`config.mk`:
```
export PLATFORM = sky130hd
export DESIGN_NAME = utf8_sequence_codec
export DESIGN_NICKNAME = d
export VERILOG_FILES = /design/src/rtl/core/u8sc_pkg.sv /design/src/rtl/core/utf8_sequence_codec.sv
export VERILOG_INCLUDE_DIRS = /design/src /design/src/rtl/core
export SDC_FILE = /design/constraint.sdc
export NUM_CORES = 1
export LEC_CHECK = 0
export BUFFER_PORTS_ARGS = -buffer_cell sky130_fd_sc_hd__buf_4
export CAP_MARGIN = 5
export CORE_MARGIN = 4
export CORE_UTILIZATION = 37
export CTS_CLUSTER_DIAMETER = 100
export DETAILED_ROUTE_END_ITERATION = 10
export HOLD_SLACK_MARGIN = 0.08
export PLACE_DENSITY = 0.58
export SETUP_SLACK_MARGIN = 0.05
export SYNTH_ARGS = -nofsm -noshare
export SYNTH_HDL_FRONTEND = slang
export SYNTH_SLANG_ARGS = --single-unit
```
`constraint.sdc`:
```
create_clock -name clk -period 5.05 [get_ports clk]
set_input_delay 0.505 -clock clk [delete_from_list [all_inputs] [get_ports clk]]
set_output_delay 0.505 -clock clk [all_outputs]
set_load 0.005 [all_outputs]
```
`src/rtl/core/utf8_sequence_codec_defines.svh`:
```
// assertion macros shared by the utf8 codec rtl
`ifndef UTF8_SEQUENCE_CODEC_DEFINES_SVH
`define UTF8_SEQUENCE_CODEC_DEFINES_SVH

// same-cycle implication, checked outside reset
`define U8SC_ASSERT_NOW(lbl, ante, cons) \
  lbl: assert property (@(posedge clk) disable iff (rst) (ante) |-> (cons)) \
    else $error("utf8 codec assertion failed");

// next-cycle implication, checked outside reset
`define U8SC_ASSERT_NEXT(lbl, ante, cons) \
  lbl: assert property (@(posedge clk) disable iff (rst) (ante) |=> (cons)) \
    else $error("utf8 codec assertion failed");

`endif

```
`src/rtl/core/u8sc_pkg.sv`:
```
// types, widths and conversion functions for the utf8 sequence codec
package u8sc_pkg;

  localparam int unsigned PointW    = 31;
  localparam int unsigned NumBytes  = 6;
  localparam int unsigned CountW    = 3;
  localparam int unsigned InDataW   = 80;
  localparam int unsigned OutDataW  = 88;
  localparam int unsigned InUsedW   = PointW + NumBytes * 8;
  localparam int unsigned OutUsedW  = NumBytes * 8 + CountW + PointW;

  typedef enum logic {
    CMD_ENCODE = 1'b0,
    CMD_DECODE = 1'b1
  } cmd_t;

  typedef logic [NumBytes-1:0][7:0] seq_bytes_t;

  typedef struct packed {
    logic                bad_sequence;
    logic [PointW-1:0]   decoded_point;
    logic [CountW-1:0]   seq_len;
    seq_bytes_t          out_bytes;
  } u8sc_result_t;

  function automatic logic [7:0] cont_byte(input logic [5:0] bits);
    return {2'b10, bits};
  endfunction

  function automatic u8sc_result_t utf8_encode(input logic [PointW-1:0] c);
    u8sc_result_t r;
    r = '0;
    if (c <= 31'h7F) begin
      r.seq_len      = 3'd1;
      r.out_bytes[0] = {1'b0, c[6:0]};
    end else if (c <= 31'h7FF) begin
      r.seq_len      = 3'd2;
      r.out_bytes[0] = {3'b110, c[10:6]};
      r.out_bytes[1] = cont_byte(c[5:0]);
    end else if (c <= 31'hFFFF) begin
      r.seq_len      = 3'd3;
      r.out_bytes[0] = {4'b1110, c[15:12]};
      r.out_bytes[1] = cont_byte(c[11:6]);
      r.out_bytes[2] = cont_byte(c[5:0]);
    end else if (c <= 31'h1FFFFF) begin
      r.seq_len      = 3'd4;
      r.out_bytes[0] = {5'b11110, c[20:18]};
      r.out_bytes[1] = cont_byte(c[17:12]);
      r.out_bytes[2] = cont_byte(c[11:6]);
      r.out_bytes[3] = cont_byte(c[5:0]);
    end else if (c <= 31'h3FFFFFF) begin
      r.seq_len      = 3'd5;
      r.out_bytes[0] = {6'b111110, c[25:24]};
      r.out_bytes[1] = cont_byte(c[23:18]);
      r.out_bytes[2] = cont_byte(c[17:12]);
      r.out_bytes[3] = cont_byte(c[11:6]);
      r.out_bytes[4] = cont_byte(c[5:0]);
    end else begin
      r.seq_len      = 3'd6;
      r.out_bytes[0] = {7'b1111110, c[30]};
      r.out_bytes[1] = cont_byte(c[29:24]);
      r.out_bytes[2] = cont_byte(c[23:18]);
      r.out_bytes[3] = cont_byte(c[17:12]);
      r.out_bytes[4] = cont_byte(c[11:6]);
      r.out_bytes[5] = cont_byte(c[5:0]);
    end
    return r;
  endfunction

  // span of a lead byte, zero for a continuation byte or 0xfe/0xff
  function automatic logic [CountW-1:0] lead_span(input logic [7:0] b);
    logic [CountW-1:0] s;
    if (b[7] == 1'b0)               s = 3'd1;
    else if (b[7:6] == 2'b10)       s = 3'd0;
    else if (b[7:5] == 3'b110)      s = 3'd2;
    else if (b[7:4] == 4'b1110)     s = 3'd3;
    else if (b[7:3] == 5'b11110)    s = 3'd4;
    else if (b[7:2] == 6'b111110)   s = 3'd5;
    else if (b[7:1] == 7'b1111110)  s = 3'd6;
    else                            s = 3'd0;
    return s;
  endfunction

  function automatic u8sc_result_t utf8_decode(input seq_bytes_t b);
    u8sc_result_t      r;
    logic [CountW-1:0] span;
    logic              bad;
    logic [PointW-1:0] pt;
    r    = '0;
    span = lead_span(b[0]);
    bad  = (span == 3'd0);
    for (int i = 1; i < NumBytes; i++) begin
      if ((CountW'(i) < span) && (b[i][7:6] != 2'b10)) bad = 1'b1;
    end
    case (span)
      3'd1:    pt = PointW'(b[0][6:0]);
      3'd2:    pt = PointW'({b[0][4:0], b[1][5:0]});
      3'd3:    pt = PointW'({b[0][3:0], b[1][5:0], b[2][5:0]});
      3'd4:    pt = PointW'({b[0][2:0], b[1][5:0], b[2][5:0], b[3][5:0]});
      3'd5:    pt = PointW'({b[0][1:0], b[1][5:0], b[2][5:0], b[3][5:0], b[4][5:0]});
      3'd6:    pt = {b[0][0], b[1][5:0], b[2][5:0], b[3][5:0], b[4][5:0], b[5][5:0]};
      default: pt = '0;
    endcase
    r.bad_sequence = bad;
    if (!bad) begin
      r.seq_len       = span;
      r.decoded_point = pt;
    end
    return r;
  endfunction

endpackage

```
`src/rtl/core/utf8_sequence_codec.sv`:
```
// utf8 sequence codec: code point to six-byte utf8 and back, two-stage pipeline
//
// input channel s_axis: tuser carries the command (0 encode, 1 decode), tdata
// carries the code point and the six sequence bytes. output channel m_axis:
// tdata carries the six encoded bytes, the byte count and the decoded point,
// tuser carries the bad-sequence flag.
// every transaction yields exactly one result transaction, in order.
// an accepted input passes one input register, the combinational encode
// or decode, then the result register.
// throughput is one transaction per cycle while the receiver does not stall; the
// conversion is a single pass of compares and bit slicing with no kept state.
// reset clears both stage valid bits; no result is pending after reset.
// when the receiver stalls the result register holds, the input register
// fills behind it, and s_axis_tready drops only once both stages are full.
`include "utf8_sequence_codec_defines.svh"

module utf8_sequence_codec
  import u8sc_pkg::*;
(
  input  logic                clk,
  input  logic                rst,
  input  logic                s_axis_tvalid,
  output logic                s_axis_tready,
  // code_point[30:0], in_byte0..in_byte5 [78:31], zero pad [79]
  input  logic [InDataW-1:0]  s_axis_tdata,
  // cmd
  input  logic                s_axis_tuser,
  output logic                m_axis_tvalid,
  input  logic                m_axis_tready,
  // out_byte0..out_byte5 [47:0], seq_len [50:48], decoded_point [81:51], zero pad
  output logic [OutDataW-1:0] m_axis_tdata,
  // bad_sequence
  output logic                m_axis_tuser
);

  logic              in_valid;
  cmd_t              in_cmd;
  logic [PointW-1:0] in_code_point;
  seq_bytes_t        in_bytes;

  logic              out_valid;
  u8sc_result_t      out_result;
  u8sc_result_t      result_next;

  logic              out_advance;
  logic              in_advance;

  assign out_advance   = !out_valid || m_axis_tready;
  assign in_advance    = !in_valid || out_advance;
  assign s_axis_tready = in_advance;

  always_ff @(posedge clk) begin
    if (rst) begin
      in_valid <= 1'b0;
    end else if (in_advance) begin
      in_valid <= s_axis_tvalid;
    end
  end

  always_ff @(posedge clk) begin
    if (in_advance && s_axis_tvalid) begin
      in_cmd        <= cmd_t'(s_axis_tuser);
      in_code_point <= s_axis_tdata[PointW-1:0];
      in_bytes      <= s_axis_tdata[InUsedW-1:PointW];
    end
  end

  always_comb begin
    case (in_cmd)
      CMD_ENCODE: result_next = utf8_encode(in_code_point);
      CMD_DECODE: result_next = utf8_decode(in_bytes);
      default:    result_next = '0;
    endcase
  end

  always_ff @(posedge clk) begin
    if (rst) begin
      out_valid <= 1'b0;
    end else if (out_advance) begin
      out_valid <= in_valid;
    end
  end

  always_ff @(posedge clk) begin
    if (out_advance && in_valid) begin
      out_result <= result_next;
    end
  end

  assign m_axis_tvalid = out_valid;
  assign m_axis_tuser  = out_result.bad_sequence;
  assign m_axis_tdata  = {(OutDataW - OutUsedW)'(0), out_result.decoded_point,
                          out_result.seq_len, out_result.out_bytes};

  // an error result carries no count, no point and no bytes
  `U8SC_ASSERT_NOW(a_bad_is_empty, out_valid && out_result.bad_sequence,
    out_result.seq_len == 3'd0 && out_result.decoded_point == '0 &&
    out_result.out_bytes == '0)
  // a good result always has a length of one to six
  `U8SC_ASSERT_NOW(a_count_range, out_valid && !out_result.bad_sequence,
    out_result.seq_len != 3'd0 && out_result.seq_len <= 3'd6)
  // encode and decode fields never mix in one result
  `U8SC_ASSERT_NOW(a_no_mixed, out_valid && out_result.decoded_point != '0,
    out_result.out_bytes == '0)
  // a full input stage with a stalled output never takes a new transaction
  `U8SC_ASSERT_NOW(a_no_overrun, in_valid && out_valid && !m_axis_tready,
    !s_axis_tready)
  // a stalled result with a full input stage keeps the input stage full
  `U8SC_ASSERT_NEXT(a_hold_input, in_valid && out_valid && !m_axis_tready,
    in_valid && out_valid)

endmodule
```
==> metrics, run 1 <==
Power Dens Cells=approximately 340 mW/mm2; CTS Buf Count=17; fin nets=796; dominant synthesized flop cell=edfxtp_1; share of layout cells above drive strength 1=between 20% and 30%; postcts setup bufs=0; initial antenna violation count=0; Crit Path Class=flop to flop; worst hold path type=input pin to flop; Worst Tran Pin Value=1060 ps; insertion delay to the later sink of the worst-skew pair=420 ps; H-tree depth=4; maximum fanout along the worst path=36; drt drc=0; Synth Area in Compound Gates=15.1%; #FFs+latches synth=159; I/O Buffers=163; gr ovfl total=0; global placer's final weighted congestion=0.869; DP HPWL=between 10000 and 15000 um; antenna fix cells=0; minimum clock period=between 3000 and 4000 ps; WP data required=approximately 5200 ps; TritonRoute pass-1 iters=5; Synth cell types=60; Clock Pin Slew Worst Setup and Hold Paths=60 ps; global-route wire length before repair=approximately 30000 um; I/O pin cnt=176; Slew Limit Fails=0; CTS tree=built; Fin. Hold Viols=0; vias in the first global route=5128; Synth Area in Adders=0%; Post-CTS Hold Buffers=0; Final Setup Violations=0; Core Area=between 0.015 and 0.02 mm2; clk sinks=159; cell area after synthesis=a little over 0.007 mm2; leakage power total=roughly 3.3 nW; commonest non-fill, non-tap cells in the layout=buf_4 (166), edfxtp_1 (157), a21oi_1 (50); Startpoint Class=flop; die area=0.0214 mm2; Syn Inst Count=560; Yosys warnings=0; CTS max path bufs=2; Critical Path AT=3370 ps; sequential share of the synthesized area=67.2%; Async SR Flop Fraction=0%; post-synthesis simple-gate area fraction=12.2%; Post-Route Setup TNS=0 ps; Synth Area in XOR/XNOR=0%; Avg Cell Area, Syn=12.6 um2; Post-synth EDFFs=157; VDD IR max=0.000220 V; fill count=1689; MaxCap Viol Count=0; FMAX=0.307 GHz; largest net degree at the start of global routing=81; DR vias=5287; unrepaired setup endpoints after global routing=no; vias per std cell=5.52; mux cell area share after synthesis=0.867%; Total Wirelength=19400 um; relative slew slack=29.3%; crit end category=flop; floorplan row count=50; GRT Overall Usage=about 18%; die width=146 um; most common cell after layout, fill and taps aside=buf_4; Root Driver=clkbuf_16; Resized Gates After CTS=0; largest family of logic cells by synthesized area=compound AO/OA/AOI/OAI gates; worst reg-to-reg setup slack=1800 ps; Initial Util=between 30% and 40%; run status=complete, no violations; Die Ht=146 um; Starting DRT DRC Count=686; Synth-to-Final Area Change=26.6%; routed len/inst=20.3 um; Layout Skew=about 9.6 ps; worst-case reg-to-reg path depth=5; Final Util=47.7%; Routed Antenna Nets=0; Hold Crit Depth=2; Final Cycle Share=64.4%
[layout make-up]
type                       instances  area, um2  share of cell area (%)
clock buffer                      19        433                    4.84
sequential                       159       4750                    53.1
multi-input combinational        344       2040                    22.8
clock inverter                    13       98.8                    1.10
inverter                          23       86.3                   0.964
tap                              234        293                    3.27
timing repair buffer             166       1250                    13.9
[final timing paths]
check / from / to
hold / removal: rst / in_valid
hold reg to reg: in_valid / m_axis_tvalid
setup reg to reg: in_code_point[26] / m_axis_tdata[17]
setup / recovery: in_code_point[26] / m_axis_tdata[17]
[state kept, by name, indices dropped and copies added (netlist names)]
name	flops
m_axis_tdata	76
in_bytes	48
in_code_point	31
in_cmd	1
in_valid	1
m_axis_tuser	1
m_axis_tvalid	1
[cell families after synthesis]
family                 Yosys count
AND/OR/NAND/NOR                169
AO/OA/AOI/OAI                  158
other                            1
flip-flops                     159
multiplexers                     6
buffers and inverters           67
[critical path, cell delays in order (launching register included)]
cell and delay [ps]:
edfxtp_1 390, or4_4 590, nor2_4 620, nand3_1 590
o21ai_1 640, a211oi_1 120
[synthesized netlist by cell type (all sizes together), types with 4 or more instances]
| master | count | area share (%) |
|---|---|---|
| a211oi | 15 | 1.7 |
| nand2 | 48 | 2.5 |
| buf | 25 | 2.4 |
| and2 | 8 | 0.71 |
| a221oi | 21 | 2.7 |
| edfxtp | 157 | 67 |
| and3 | 6 | 0.53 |
| nand3 | 10 | 0.71 |
| nor3 | 15 | 1.4 |
| clkbuf | 19 | 1.0 |
| o21ai | 23 | 1.7 |
| a21oi | 50 | 3.5 |
| nor4 | 7 | 1.0 |
| nor2 | 51 | 2.9 |
| a311oi | 4 | 0.58 |
| nand4 | 6 | 0.53 |
| mux2i | 5 | 0.71 |
| o22ai | 11 | 0.97 |
| nor2b | 7 | 0.62 |
| a22oi | 8 | 0.85 |
| inv | 21 | 1.1 |
[where the power goes]
part	internal (mW)	switching, mW
clock network	0.668	0.506
registers	1.54	0.0663
logic	0.121	0.128
[metal layers]
metal	routed length [um]	GRT usage, %	vias to the layer above
met2	8660	26.0	313
met4	265	5.41	0
li1	-	-	2431
met1	8650	26.5	2524
met5	0	0	-
met3	1870	4.62	19
[through the flow]
stage / power (mW) / area, um2 / hold WS, ps / worst slack, ps / std cells
detailed placement: 1.88 / 8420 / 518 / 1870 / 926
floorplan: 1.73 / 7110 / 478 / 526 / 570
CTS: 3.05 / 8950 / 230 / 1860 / 958
global placement: 1.87 / 8420 / 517 / 1930 / 926
global route: 3.13 / 8950 / 235 / 1580 / 958
finish: 3.03 / 8950 / 246 / 1800 / 958
No activity file was read; power rests on OpenSTA's default activity.
==> run 2, diff against run 1 <==
--- a/config.mk
+++ b/config.mk
@@ -6,6 +6,7 @@
 export SDC_FILE = /design/constraint.sdc
 export NUM_CORES = 1
 export LEC_CHECK = 0
+export ABC_AREA = 1
 export BUFFER_PORTS_ARGS = -buffer_cell sky130_fd_sc_hd__buf_4
 export CAP_MARGIN = 5
 export CORE_MARGIN = 4
@@ -13,7 +14,7 @@
 export CTS_CLUSTER_DIAMETER = 100
 export DETAILED_ROUTE_END_ITERATION = 10
 export HOLD_SLACK_MARGIN = 0.08
-export PLACE_DENSITY = 0.58
+export PLACE_DENSITY = 0.6
 export SETUP_SLACK_MARGIN = 0.05
 export SYNTH_ARGS = -nofsm -noshare
 export SYNTH_HDL_FRONTEND = slang
==> constraint.sdc (replaced) <==
create_clock -name clk -period 2.77 [get_ports clk]
set_input_delay 0.277 -clock clk [delete_from_list [all_inputs] [get_ports clk]]
set_output_delay 0.277 -clock clk [all_outputs]
set_load 0.005 [all_outputs]
==> metrics, run 2 <==
Synth area leader=edfxtp_1; WP data required=just under 3000 ps; area of the multi-input gates=0.00193 mm2; Starting DRT DRC Count=511; Synth-to-Final Area Change=41.3%; H-tree depth=4; VDD IR max=0.000434 V; synth top area cells=edfxtp_1 (66%), nand2_1 (4.7%), nor3_2 (4.3%); Die Ht=between 100 and 150 um; gr busiest metal=met1; Crit Path Class=flop to flop; clk sinks=between 150 and 200; Fin Hold WS=148 ps; CTS max path bufs=2; I/O pin cnt=176; Placement Cell Area=0.00871 mm2; Layout Skew=10.6 ps; CTS Buf Count=17; unrepaired setup endpoints after global routing=no; Syn Inst Count=between 600 and 700; Total Power=5.75 mW; Slew Limit Fails=0; fin cells=1142; I/O Buffers=163; crit end category=flop; cell area after synthesis=0.00715 mm2; TritonRoute pass-1 iters=5; global placer's final weighted congestion=0.890; Power Dens Cells=569 mW/mm2; relative slew slack=56.9%; Fin. Hold Viols=0; commonest non-fill, non-tap cells in the layout=buf_4 (178), edfxtp_1 (157), nand2_1 (90); fin nets=954; drt drc=0; Resized Gates After CTS=0; floorplan row count=50; Inst Count DP=1029; DP HPWL=14000 um; most common cell in the netlist=edfxtp_1; sequential share of the synthesized area=66.5%; most common cell after layout, fill and taps aside=buf_4; Total Wirelength=19800 um; Final Setup Violations=0; worst reg-to-reg setup slack=600 ps; die area=between 0.02 and 0.025 mm2; FMAX=0.460 GHz; minimum clock period=~2200 ps; Critical Path AT=2330 ps; fill count=1625; vias per std cell=4.87; share of layout cells above drive strength 1=29.8%; vias in the first global route=5487; Setup Slack @ Placement=around 610 ps; Avg Cell Area, Syn=roughly 12 um2; die width=around 150 um; worst hold path type=input pin to flop; Post-Route Setup TNS=0 ps; max reg flops=76; Final Util=53.7%; Post-synth top cells=edfxtp_1 (157), nand2_1 (90), inv_1 (76), o22ai_1 (42), nor2_1 (38); maximum fanout along the worst path=17; Routed Antenna Nets=0; MaxCap Viol Count=0; Post-synth EDFFs=approximately 160; #FFs+latches synth=about 160; Worst Tran Pin Value=644 ps; DR vias=5563; leakage power total=4.17 nW; Final Cycle Share=78.5%; Post-CTS Hold Buffers=81; routed len/inst=17.3 um; Final Cell Area=0.0101 mm2; initial antenna violation count=0; CTS tree=built; largest net degree at the start of global routing=45; global-route wire length before repair=30800 um; run status=complete, no violations; Clock Pin Slew Worst Setup and Hold Paths=60 ps; fin worst setup slack=595 ps; top-area cell type share of the netlist area=65.9%; dominant synthesized flop cell=edfxtp_1; FF+latch area=approximately 0.0048 mm2; GRT Overall Usage=18.3%; gr ovfl total=0; Async SR Flop Fraction=0%; Yosys warnings=0; antenna fix cells=0; Root Driver=clkbuf_16; Core Area=between 0.015 and 0.02 mm2; Initial Util=38.0%; M1 GR Usage=27.4%; Startpoint Class=flop; postcts setup bufs=0; Synth cell types=33; grt met3 use=3.86%; met2 usage=27.1%; insertion delay to the later sink of the worst-skew pair=430 ps
==> run 2: changes by cell type in the layout (fill, tap and decap cells not counted), moves of 21 or more <==
cell	previous run	this run
nor3_2	0	31
nand2_1	48	90
a21oi_1	50	29
o22ai_1	11	42
inv_1	21	75
dlygate4sd3_1	0	81
==> run 2: per-layer routing <==
layer	wire, um	vias up	part of all wire [%]
met1	9250	2636	47
li1	-	2677	-
met5	0	-	0
met3	1540	16	7.8
met4	232	0	1.2
met2	8760	234	44
==> run 2: layout make-up <==
type                    count  share of cell area (%)
inverters                  82                    3.07
well taps                 260                    3.22
clock buffers              17                    4.21
repair buffers            262                    21.8
flip-flops and latches    159                    47.0
clock inverters            15                    1.60
multi-input cells         347                    19.1
==> run 2: cell families after synthesis <==
kind of cell,count (synthesis),share of synthesized area (%)
and+or+nand+nor,202,15.4
DFF,159,66.5
AOI/OAI and AO/OA,134,10.8
buffers and inverters,117,7.28
other,1,0.0524
==> run 2: power by group <==
group | leakage (nW) | total (mW) | internal [mW] | switching [mW]
sequential | 1.56 | 2.85 | 2.79 | 0.0644
clock | 0.277 | 2.32 | 1.34 | 0.982
combinational | 2.33 | 0.580 | 0.280 | 0.300
==> run 2: path summary, 6_finish.rpt <==
check | startpoint | to | cells past startpoint
max reg2reg | in_bytes[2] | m_axis_tuser | 8
min | s_axis_tvalid | in_valid | 3
min reg2reg | in_valid | m_axis_tvalid | 2
max | in_bytes[2] | m_axis_tuser | 8
==> run 2: worst max-delay path, stage by stage, from the launching register on <==
cell and delay (ps):
edfxtp_1 420, inv_1 250, nor3_2 110, nand2_2 320, inv_2 70, o21ai_1 130
nand4_1 120, nor2_1 390, nor2_1 90
